### config.mk
export PLATFORM = sky130hd
export DESIGN_NAME = sliding_window_anagram_match_unit
export DESIGN_NICKNAME = d
export VERILOG_FILES = /design/src/hdl/swam_pkg.sv /design/src/hdl/sliding_window_anagram_match_unit.sv
export VERILOG_INCLUDE_DIRS = /design/src /design/src/hdl
export SDC_FILE = /design/constraint.sdc
export NUM_CORES = 1
export LEC_CHECK = 0
export ABC_AREA = 1
export BUFFER_PORTS_ARGS = -buffer_cell sky130_fd_sc_hd__clkbuf_2
export CELL_PAD_IN_SITES_DETAIL_PLACEMENT = 0
export CELL_PAD_IN_SITES_GLOBAL_PLACEMENT = 1
export CORE_ASPECT_RATIO = 1.75
export CORE_MARGIN = 2
export CORE_UTILIZATION = 40
export CTS_BUF_LIST = sky130_fd_sc_hd__clkbuf_4
export DETAILED_ROUTE_END_ITERATION = 12
export PLACE_DENSITY_LB_ADDON = 0.1
export SYNTH_ARGS = -nofsm -noshare
export SYNTH_HDL_FRONTEND = slang
export SYNTH_SLANG_ARGS = --single-unit
### constraint.sdc
create_clock -name i_clk -period 6.3 [get_ports i_clk]
set_clock_uncertainty 0.05 [all_clocks]
set_input_delay 1.89 -clock i_clk [delete_from_list [all_inputs] [get_ports i_clk]]
set_output_delay 1.89 -clock i_clk [all_outputs]
set_load 0.02 [all_outputs]
### src/hdl/sliding_window_anagram_match_unit_defines.svh
// ---------------------------------------------------------------------------
// Assertion macros for the sliding window anagram match unit
// Shared property forms, clocked on i_clk and held off during reset.
// ---------------------------------------------------------------------------
`ifndef SLIDING_WINDOW_ANAGRAM_MATCH_UNIT_DEFINES_SVH
`define SLIDING_WINDOW_ANAGRAM_MATCH_UNIT_DEFINES_SVH

// Same-cycle implication.
`define SWAM_ASSERT_NOW(label, ante, cons, msg) \
    label: assert property (@(posedge i_clk) disable iff (!i_rst_n) (ante) |-> (cons)) \
        else $error(msg);

// Next-cycle implication.
`define SWAM_ASSERT_NEXT(label, ante, cons, msg) \
    label: assert property (@(posedge i_clk) disable iff (!i_rst_n) (ante) |=> (cons)) \
        else $error(msg);

`endif

### src/hdl/swam_pkg.sv
// ---------------------------------------------------------------------------
// swam_pkg
// Constants, command and error codes of the sliding window anagram matcher.
// ---------------------------------------------------------------------------
package swam_pkg;

    localparam int MAX_LEN  = 64;
    localparam int ALPHABET = 26;

    localparam int LETTER_W = 5;
    localparam int CMD_W    = 2;
    localparam int ERR_W    = 2;
    localparam int LEN_W    = $clog2(MAX_LEN + 1);
    localparam int RING_W   = (MAX_LEN > 1) ? $clog2(MAX_LEN) : 1;
    localparam int DIFF_W   = LEN_W + 1;
    localparam int SLOT_W   = LEN_W + 1;

    localparam int IN_DATA_W  = 8;
    localparam int OUT_DATA_W = 8;

    typedef enum logic [CMD_W-1:0] {
        CMD_CLEAR   = 2'd0,
        CMD_PATTERN = 2'd1,
        CMD_TEXT    = 2'd2,
        CMD_UNUSED  = 2'd3
    } t_cmd;

    typedef enum logic [ERR_W-1:0] {
        ERR_NONE       = 2'd0,
        ERR_TOO_LONG   = 2'd1,
        ERR_AFTER_TEXT = 2'd2
    } t_err;

endpackage

### src/hdl/sliding_window_anagram_match_unit.sv
// ---------------------------------------------------------------------------
// sliding_window_anagram_match_unit
// Reports windows of a letter stream that are a rearrangement of a pattern.
// ---------------------------------------------------------------------------
// Usage:
//   Input stream (s_*): each item carries a command and a letter index.
//   A clear empties the pattern and the window, pattern items then load the
//   pattern one letter at a time, and text items slide through a window as
//   long as the pattern. Output stream (m_*): one item per input item with
//   the window match flag, the sticky found flag and an error code.
// Timing: an item's result shows on m_tvalid in the cycle after it is taken.
// Throughput: one item per cycle while no held result stalls the input.
//   Once a pattern is loaded, each valid text item updates the per-letter
//   difference counters in parallel lanes and one slot of a 64-entry
//   letter ring; the leaving letter is prefetched into a register, so the
//   ring read never sits in the item's path.
// Reset: i_rst_n (synchronous, low) empties pattern and window, the same as
//   a clear command. The ring needs no clearing pass.
// Stall: while m_tready is low a held result blocks s_tready; one result
//   register parts the two sides, so a new item is taken in the same cycle
//   that the held result leaves.
// ---------------------------------------------------------------------------
`include "sliding_window_anagram_match_unit_defines.svh"

module sliding_window_anagram_match_unit
    import swam_pkg::*;
(
    input  logic                  i_clk,
    input  logic                  i_rst_n,
    input  logic                  s_tvalid,
    output logic                  s_tready,
    input  logic [IN_DATA_W-1:0]  s_tdata,   // [1:0] cmd, [6:2] letter, [7] zero
    output logic                  m_tvalid,
    input  logic                  m_tready,
    output logic [OUT_DATA_W-1:0] m_tdata    // [0] window_match, [1] found, [3:2] error
);

    // state
    logic signed [DIFF_W-1:0] r_diff [ALPHABET];
    logic signed [DIFF_W-1:0] n_diff [ALPHABET];
    logic [LEN_W-1:0]    r_plen, n_plen;
    logic [LEN_W-1:0]    r_fill, n_fill;
    logic [RING_W-1:0]   r_ring, n_ring;
    logic                r_text, n_text;
    logic                r_seen, n_seen;
    logic [LETTER_W-1:0] r_leave;
    logic [LETTER_W-1:0] ring_mem [MAX_LEN];

    // result register
    logic                r_out_valid;
    logic                r_match, n_match;
    logic                r_found;
    t_err                r_err, n_err;

    // decode
    logic                accept;
    t_cmd                cmd;
    logic [LETTER_W-1:0] letter;
    logic                letter_ok;
    logic                clr;
    logic                pat_upd;
    logic                text_upd;
    logic                full;
    logic                any_nonzero;
    logic [SLOT_W-1:0]   slot_sum;
    logic [RING_W-1:0]   n_slot;

    assign s_tready  = !r_out_valid || m_tready;
    assign accept    = s_tvalid && s_tready;
    assign cmd       = t_cmd'(s_tdata[CMD_W-1:0]);
    assign letter    = s_tdata[CMD_W +: LETTER_W];
    assign letter_ok = letter < LETTER_W'(ALPHABET);
    assign full      = r_fill >= r_plen;

    always_comb begin
        clr      = 1'b0;
        pat_upd  = 1'b0;
        text_upd = 1'b0;
        n_err    = ERR_NONE;
        if (accept) begin
            unique case (cmd)
                CMD_CLEAR: begin
                    clr = 1'b1;
                end
                CMD_PATTERN: begin
                    if (letter_ok) begin
                        priority if (r_text) begin
                            n_err = ERR_AFTER_TEXT;
                        end else if (r_plen >= LEN_W'(MAX_LEN)) begin
                            n_err = ERR_TOO_LONG;
                        end else begin
                            pat_upd = 1'b1;
                        end
                    end
                end
                CMD_TEXT: begin
                    text_upd = letter_ok && (r_plen != '0);
                end
                default: begin
                end
            endcase
        end
    end

    // per-letter lanes: entering letter +1, leaving letter -1, pattern letter -1
    always_comb begin
        any_nonzero = 1'b0;
        for (int k = 0; k < ALPHABET; k++) begin
            if (clr) begin
                n_diff[k] = '0;
            end else begin
                n_diff[k] = r_diff[k]
                    + DIFF_W'(text_upd && (letter == LETTER_W'(k)))
                    - DIFF_W'(text_upd && full && (r_leave == LETTER_W'(k)))
                    - DIFF_W'(pat_upd && (letter == LETTER_W'(k)));
            end
            any_nonzero = any_nonzero || (n_diff[k] != '0);
        end
    end

    always_comb begin
        n_plen  = r_plen;
        n_fill  = r_fill;
        n_ring  = r_ring;
        n_text  = r_text;
        n_seen  = r_seen;
        n_match = 1'b0;
        if (clr) begin
            n_plen = '0;
            n_fill = '0;
            n_ring = '0;
            n_text = 1'b0;
            n_seen = 1'b0;
        end
        if (pat_upd) begin
            n_plen = r_plen + 1'b1;
        end
        if (accept && cmd == CMD_TEXT && letter_ok) begin
            n_text = 1'b1;
        end
        if (text_upd) begin
            if (!full) begin
                n_fill = r_fill + 1'b1;
            end
            n_ring = (r_ring == RING_W'(MAX_LEN - 1)) ? '0 : r_ring + 1'b1;
            if (n_fill == r_plen && !any_nonzero) begin
                n_match = 1'b1;
                n_seen  = 1'b1;
            end
        end
    end

    // ring slot of the letter that leaves on the next text item
    always_comb begin
        slot_sum = SLOT_W'(n_ring) + SLOT_W'(MAX_LEN) - SLOT_W'(n_plen);
        if (slot_sum >= SLOT_W'(MAX_LEN)) begin
            slot_sum = slot_sum - SLOT_W'(MAX_LEN);
        end
        n_slot = slot_sum[RING_W-1:0];
    end

    always_ff @(posedge i_clk) begin
        if (text_upd) begin
            ring_mem[r_ring] <= letter;
        end
        // forward the letter written this cycle when it is the next to leave
        if (text_upd && n_slot == r_ring) begin
            r_leave <= letter;
        end else begin
            r_leave <= ring_mem[n_slot];
        end
    end

    always_ff @(posedge i_clk) begin
        if (!i_rst_n) begin
            for (int k = 0; k < ALPHABET; k++) begin
                r_diff[k] <= '0;
            end
            r_plen      <= '0;
            r_fill      <= '0;
            r_ring      <= '0;
            r_text      <= 1'b0;
            r_seen      <= 1'b0;
            r_out_valid <= 1'b0;
        end else begin
            r_diff <= n_diff;
            r_plen <= n_plen;
            r_fill <= n_fill;
            r_ring <= n_ring;
            r_text <= n_text;
            r_seen <= n_seen;
            if (s_tready) begin
                r_out_valid <= s_tvalid;
            end
        end
    end

    always_ff @(posedge i_clk) begin
        if (accept) begin
            r_match <= n_match;
            r_found <= n_seen || (n_plen == '0);
            r_err   <= n_err;
        end
    end

    assign m_tvalid = r_out_valid;
    assign m_tdata  = {(OUT_DATA_W - ERR_W - 2)'(0), r_err, r_found, r_match};

    `SWAM_ASSERT_NOW(a_fill_le_plen, 1'b1, r_fill <= r_plen, "window fill exceeds pattern length")
    `SWAM_ASSERT_NOW(a_match_full, r_out_valid && r_match, (r_fill == r_plen) && (r_plen != '0) && r_found, "match reported on a window that is not full")
    `SWAM_ASSERT_NOW(a_err_no_match, r_out_valid && (r_err != ERR_NONE), !r_match, "match reported with an error")
    `SWAM_ASSERT_NEXT(a_clear, accept && (cmd == CMD_CLEAR), (r_plen == '0) && (r_fill == '0) && !r_text && r_found && !r_match, "clear did not empty the matcher")

endmodule

; ---- Word-level counts from Yosys, hierarchy flattened
; Memory sizes are Yosys's and may differ from the RTL's. A register that Yosys moved wholly into a read port is not among the register bits.
; Index checks and enable logic that the tools add are counted.
[totals]
ff_bits = 235
ramBits = 320
in_bits = 12
output_inout_bits = 10
wordCells = 383
n_memories = 1
[op_classes]
n_addsub = 84
order_cmp = 4
n_eq_ne = 54
muxes = 55
n_bitwise = 2
reduce_logical = 147
[memory_table]
columns = name, depth, width, rd, rd_clocked_by_memory_dff, wr, line
row1 = ring_mem, 64, 5, 1, 1, 1, sliding_window_anagram_match_unit.sv:47  ; logic [LETTER_W-1:0] ring_mem [MAX_LEN];
[op_table]
columns = cell, count
row1 = $sub A8 B1 Y8, 52
row2 = $add A8 B1 Y8, 26
row3 = $mux W8, 26
row4 = $reduce_bool A8 Y1, 26
row5 = $eq A5 B5 Y1 const B, 20
row6 = $logic_and A1 B1 Y1, 84
row7 = $eq A5 B4 Y1 const B, 16
row8 = $mux W7, 6
row9 = $eq A5 B3 Y1 const B, 8
row10 = $logic_or A1 B1 Y1, 27
row11 = $mux W6, 4
row12 = $eq A5 B2 Y1 const B, 4
row13 = $mux W1, 18
row14 = $add A7 B1 Y7 const B, 2
row15 = $eq A5 B1 Y1 const B, 2
row16 = $logic_not A5 Y1, 2
row17 = $add A6 B7 Y8 const B, 1
row18 = $ge A8 B7 Y1 const B, 1
row19 = $sub A8 B7 Y8, 1
row20 = $eq A7 B7 Y1, 1
row21 = $ge A7 B7 Y1, 1
row22 = $ge A7 B7 Y1 const B, 1
row23 = $logic_not A7 Y1, 1
row24 = $reduce_bool A7 Y1, 1
row25 = 13 further kinds, 15

; ---- Logic depth before layout (Yosys ltp)
[depth]
depth_word = 40
mapped_depth = 35
mapped_depth_nobuf = 33

; ---- Worst setup path after synthesis
; No wires, ideal clock.
[synth_timing]
kind = input to register
from = input m_tready
to = register r_found (data pin)
setup_time_ns = 0.135
arrival_ns = 5.436
required_ns = 6.115
path_slack_ns = 0.679
path_stages = 25
n_path_buf = 0
cell_sequence = inv_1 -> nand2_2 -> nand2_1 -> nor2_1 -> nand3_1 -> inv_1 -> nand2_1 -> nor2_4 -> nand4_1 -> fa_1 -> ha_1 -> ha_1 -> fa_1 -> or2_2 -> nand3_1 -> nand3_1 -> nor2_1 -> nand2_1 -> nor2_1 -> nand3_1 -> nor2_1 -> nand4_1 -> nor2_1 -> nand4_1 -> nand3_1
[synth_via]
elab_chain_cells = 39
word_cells_on_any_way = 252
cone_classes = add/sub: 78 / eq/ne: 1 / mux: 37 / reduce/logical: 136
[synth_rtl]
columns = element, line
row1 = start: declaration, sliding_window_anagram_match_unit.sv:34  ; input logic m_tready,
row2 = $logic_or A1 B1 Y1 (*), sliding_window_anagram_match_unit.sv:68  ; assign s_tready = !r_out_valid || m_tready;
row3 = named net s_tready, sliding_window_anagram_match_unit.sv:31  ; output logic s_tready,
row4 = $logic_and A1 B1 Y1 (*), sliding_window_anagram_match_unit.sv:69  ; assign accept = s_tvalid && s_tready;
row5 = $mux W1, sliding_window_anagram_match_unit.sv:80  ; if (accept) begin
row6 = $logic_and A1 B1 Y1 (on tied branches), "sliding_window_anagram_match_unit.sv:113, sliding_window_anagram_match_unit.sv:114"
row7 = $add A8 B1 Y8 / $logic_and A1 B1 Y1 (equally long branches), "sliding_window_anagram_match_unit.sv:113, sliding_window_anagram_match_unit.sv:114"
row8 = $sub A8 B1 Y8, sliding_window_anagram_match_unit.sv:114  ; - DIFF_W'(text_upd && full && (r_leave == LETTER_W'(k)))
row9 = $sub A8 B1 Y8, sliding_window_anagram_match_unit.sv:115  ; - DIFF_W'(pat_upd && (letter == LETTER_W'(k)));
row10 = $mux W8, sliding_window_anagram_match_unit.sv:109  ; if (clr) begin
row11 = $reduce_bool A8 Y1, sliding_window_anagram_match_unit.sv:117  ; any_nonzero = any_nonzero || (n_diff[k] != '0);
row12 = $logic_or A1 B1 Y1 (25 in a row), sliding_window_anagram_match_unit.sv:117
row13 = $logic_not A1 Y1, sliding_window_anagram_match_unit.sv:146  ; if (n_fill == r_plen && !any_nonzero) begin
row14 = $logic_and A1 B1 Y1, sliding_window_anagram_match_unit.sv:146
row15 = $mux W1, sliding_window_anagram_match_unit.sv:146
row16 = $mux W1, sliding_window_anagram_match_unit.sv:141  ; if (text_upd) begin
row17 = $logic_or A1 B1 Y1 (*), sliding_window_anagram_match_unit.sv:201  ; r_found <= n_seen || (n_plen == '0);
row18 = end signal: assignment, sliding_window_anagram_match_unit.sv:201
row19 = end: declaration, sliding_window_anagram_match_unit.sv:52  ; logic r_found;
; The timed path passes the listed nets; every way through them passes the cells marked *. The select of a mux whose other input is x is not followed.
; A chain may end at the register's enable or synchronous reset.

==> results_dict.tcl <==
set metrics [dict create \
    run_status "finished, final reports clean" \
    syn_area_um2 30690 \
    timing.critical_path.fanout_max 31 \
    startpoint_type "flop" \
    clkSlewWorstSetupHoldPaths_ps 60 \
    critical_path.top_delay_family "simple AND/OR/NAND/NOR gates" \
    maximum_number_of_pins_on_one_net_before_global_route_repair 110 \
    routabilityCongestion 0.9287 \
    critical_path.max_stage_delay_ps 510 \
    power.density_cell_area_nw_per_um2 260.3 \
    timing.critical_path.slowest_stage_cell "fa_1" \
    worstSkewPairLatency_ps 1080 \
    postSynthAreaPerCell_um2 8.631 \
    synth_top_flop_cell "edfxtp_1" \
    timing_worst_slew_pin_value_ps 752.1 \
    finish.net_count 4234 \
    initial_utilization 0.4032 \
    number_of_placed_instances_taps_included 4816 \
    timing.hold.worst.class "reg -> reg" \
    fin_worst_hold_slack_ps 420.8 \
    period_utilization_post_route 0.9391 \
    ioPinCount 22 \
    power_mw 9.462 \
    num-fill-cells 7600 \
    data_arrival_time_of_the_critical_path_ps 6760 \
    grt_pass1_vias 26070 \
    crit_path_time_final_ps 5917 \
    required_time_at_the_worst_slack_endpoint_ps 7150 \
    core_area_um2 76120 \
    synth.top_cell.area_share 0.3170 \
    setup-violations-final 0 \
    max_freq_mhz 169.0 \
    detail_route.first_pass.iterations 7 \
    htreeDepth 4 \
    initialDrtViolationCount 1131 \
    grt_first_pass_wirelength_um 142200 \
    synth-warning-count 0 \
    cts_made_buffers 142 \
    routed_wire_length_per_instance_um 18.50 \
    worst_setup_path_end_kind "flop" \
    seq_area_frac_synth 0.4716 \
    setup_ws_final_ps 383.5 \
    drv.max_cap_violation_count 0 \
    area.growth.synth_to_final_pct 18.45 \
    timing.setup.critical_path_class "reg -> reg" \
    topRoutingLayerUsed "met4" \
    place_ws_ps -670.2 \
    synth_cell_types 45 \
    post_route_cells_drive_above_1_share 0.1635 \
    postSynthCellCount 3556 \
    synth.area.top_cells "edfxtp_1, dfxtp_1, ha_1" \
    overflow 0 \
    ys_ff_latch 561 \
    groute.usage.overall 0.2404 \
    wire_length_on_met2_um 51520 \
    detail_route.wirelength_um 93870 \
    number_of_antenna_violations_at_the_first_check_in_global_routing 2 \
    num_rows 134 \
    cts.sinks 561 \
    biggest_area_consumer_among_synthesized_cells "edfxtp_1" \
    slew_headroom 0.4947 \
    vdd_drop_max_mv 0.1988 \
    drt_drc_violations_left 0 \
    tritoncts "yes" \
    viasPerCell 5.032 \
    dr_wl_met3_um 2645 \
    clockBufferDepth 3 \
    num_vias 25540 \
    die_y_um 370.4 \
    report.final.hold_viol_count 0 \
    detailedPlacementHpwl_um 69930 \
    floorplan.die.width_um 213.4 \
    detail_route.wirelength.met1_um 33300 \
    cts.root.buffer_cell "clkbuf_4" \
    fin_cells 5075 \
    finalInstanceArea_um2 36350 \
    detailed_place.area_um2 34280 \
    async_reset_ff_frac 0 \
    timing_max_transition_violations_final 0 \
    synth_edf_count 324 \
    p_leak_nw 15.74 \
    worst-path-buf-inv 7 \
    antenna_left 0 \
    postCtsHoldBufs 0 \
    floorplan.die_area_um2 79050 \
    placement.io_buffers 16 \
]
cell families after synthesis:
kind of cell    Yosys count  share of synthesized area
compound gates          537                    0.09678
xor+xnor                 54                    0.01541
fa+ha+maj               277                     0.1259
buf+inv                 617                    0.08264
flops                   561                     0.4716
other cells               1                  0.0001222
simple gates           1509                     0.2076
power by group:
group          leakage, nW  internal, mW  total (mW)  switching [mW]
clock network         1.10          1.71        3.27            1.56
registers             4.83          3.99        4.06          0.0680
logic                 9.81         0.857        2.14            1.28
path summary, 6_finish.rpt:
path              cells past startpoint   start      end  slack (ps)
setup / recovery                     32    flop  r_found         380
hold / removal                        2  r_seen   r_seen         420
setup reg to reg                     32    flop  r_found         380
hold reg to reg                       2  r_seen   r_seen         420
tightest hold or removal path: cells and delay by family (launching register included):
kind	cells	cell delay (ps)
flip-flops	1	290
AO/OA/AOI/OAI	1	60
AND/OR/NAND/NOR	1	70
flip-flops by register name, summed over array words and instances, names as in the netlist, named ones only:
signal / cells
m_tvalid: 1
r_found: 1
r_seen: 1
r_ring: 6
r_fill: 7
r_diff: 208
r_match: 1
r_text: 1
r_err: 2
r_plen: 7
ring_mem: 320
timing repair:
item                       in CTS  in global routing
setup endpoints to repair       0                  3
setup buffers                   0                  3
gates resized for setup         0                 32
routing by layer:
layer / up-vias / track usage
li1: 12740 / -
met1: 12100 / 0.2292
met2: 487 / 0.4642
met3: 215 / 0.04267
met4: 0 / 0.1524
met5: - / 0
final cells by class:
cell class | instances | area (um2) | share of cell area
Antenna cell | 7 | 17.52 | 0.0004819
Timing Repair Buffer | 377 | 3094 | 0.08512
Tap cell | 1020 | 1276 | 0.03511
Clock inverter | 41 | 315.3 | 0.008673
Clock buffer | 206 | 1546 | 0.04254
Multi-Input combinational cell | 2381 | 13800 | 0.3796
Sequential cell | 561 | 14480 | 0.3983
Inverter | 482 | 1823 | 0.05015
per-stage QoR:
| stage | TNS, ps | util |
|---|---|---|
| CTS | 0 | 0.4749 |
| global route | -1.084 | 0.4775 |
| floorplan | 0 | - |
| detailed placement | -1958 | 0.4504 |
| finish | 0 | 0.4776 |
| global placement | -1830 | 0.4504 |
synth_stat cells, types with 3 or more instances:
cell      number
ha_1         224
o211ai_2       5
o31ai_1        3
inv_1        475
nor4_1         6
clkbuf_1      72
edfxtp_1     324
fa_1          53
nand2_1      480
buf_6         20
nand2_2        4
nand3b_1      31
o21ai_1       54
xnor2_1       19
o21ai_0      212
xor2_1        35
nor3_1        22
nand4_1       64
o221ai_1      10
o211ai_1      24
buf_4         10
inv_2          4
buf_2         23
a21oi_1      130
o22ai_1       89
or2_2         19
nand3_1      248
nor2_1       631
dfxtp_1      237
buf_1         10
cell usage in the layout (no fill, tap or decap), types with 26 or more instances in the layout:
cell,instances
fa_1,52
o21ai_1,59
xor2_1,34
inv_1,474
nand3_1,246
nand2_1,477
dfxtp_1,235
o22ai_1,85
edfxtp_1,324
a21oi_1,129
clkinv_1,26
nor2_1,627
buf_4,338
nand3b_1,31
nand4_1,64
clkbuf_4,206
o21ai_0,206
ha_1,223
Power figures use the tool's default switching activity.
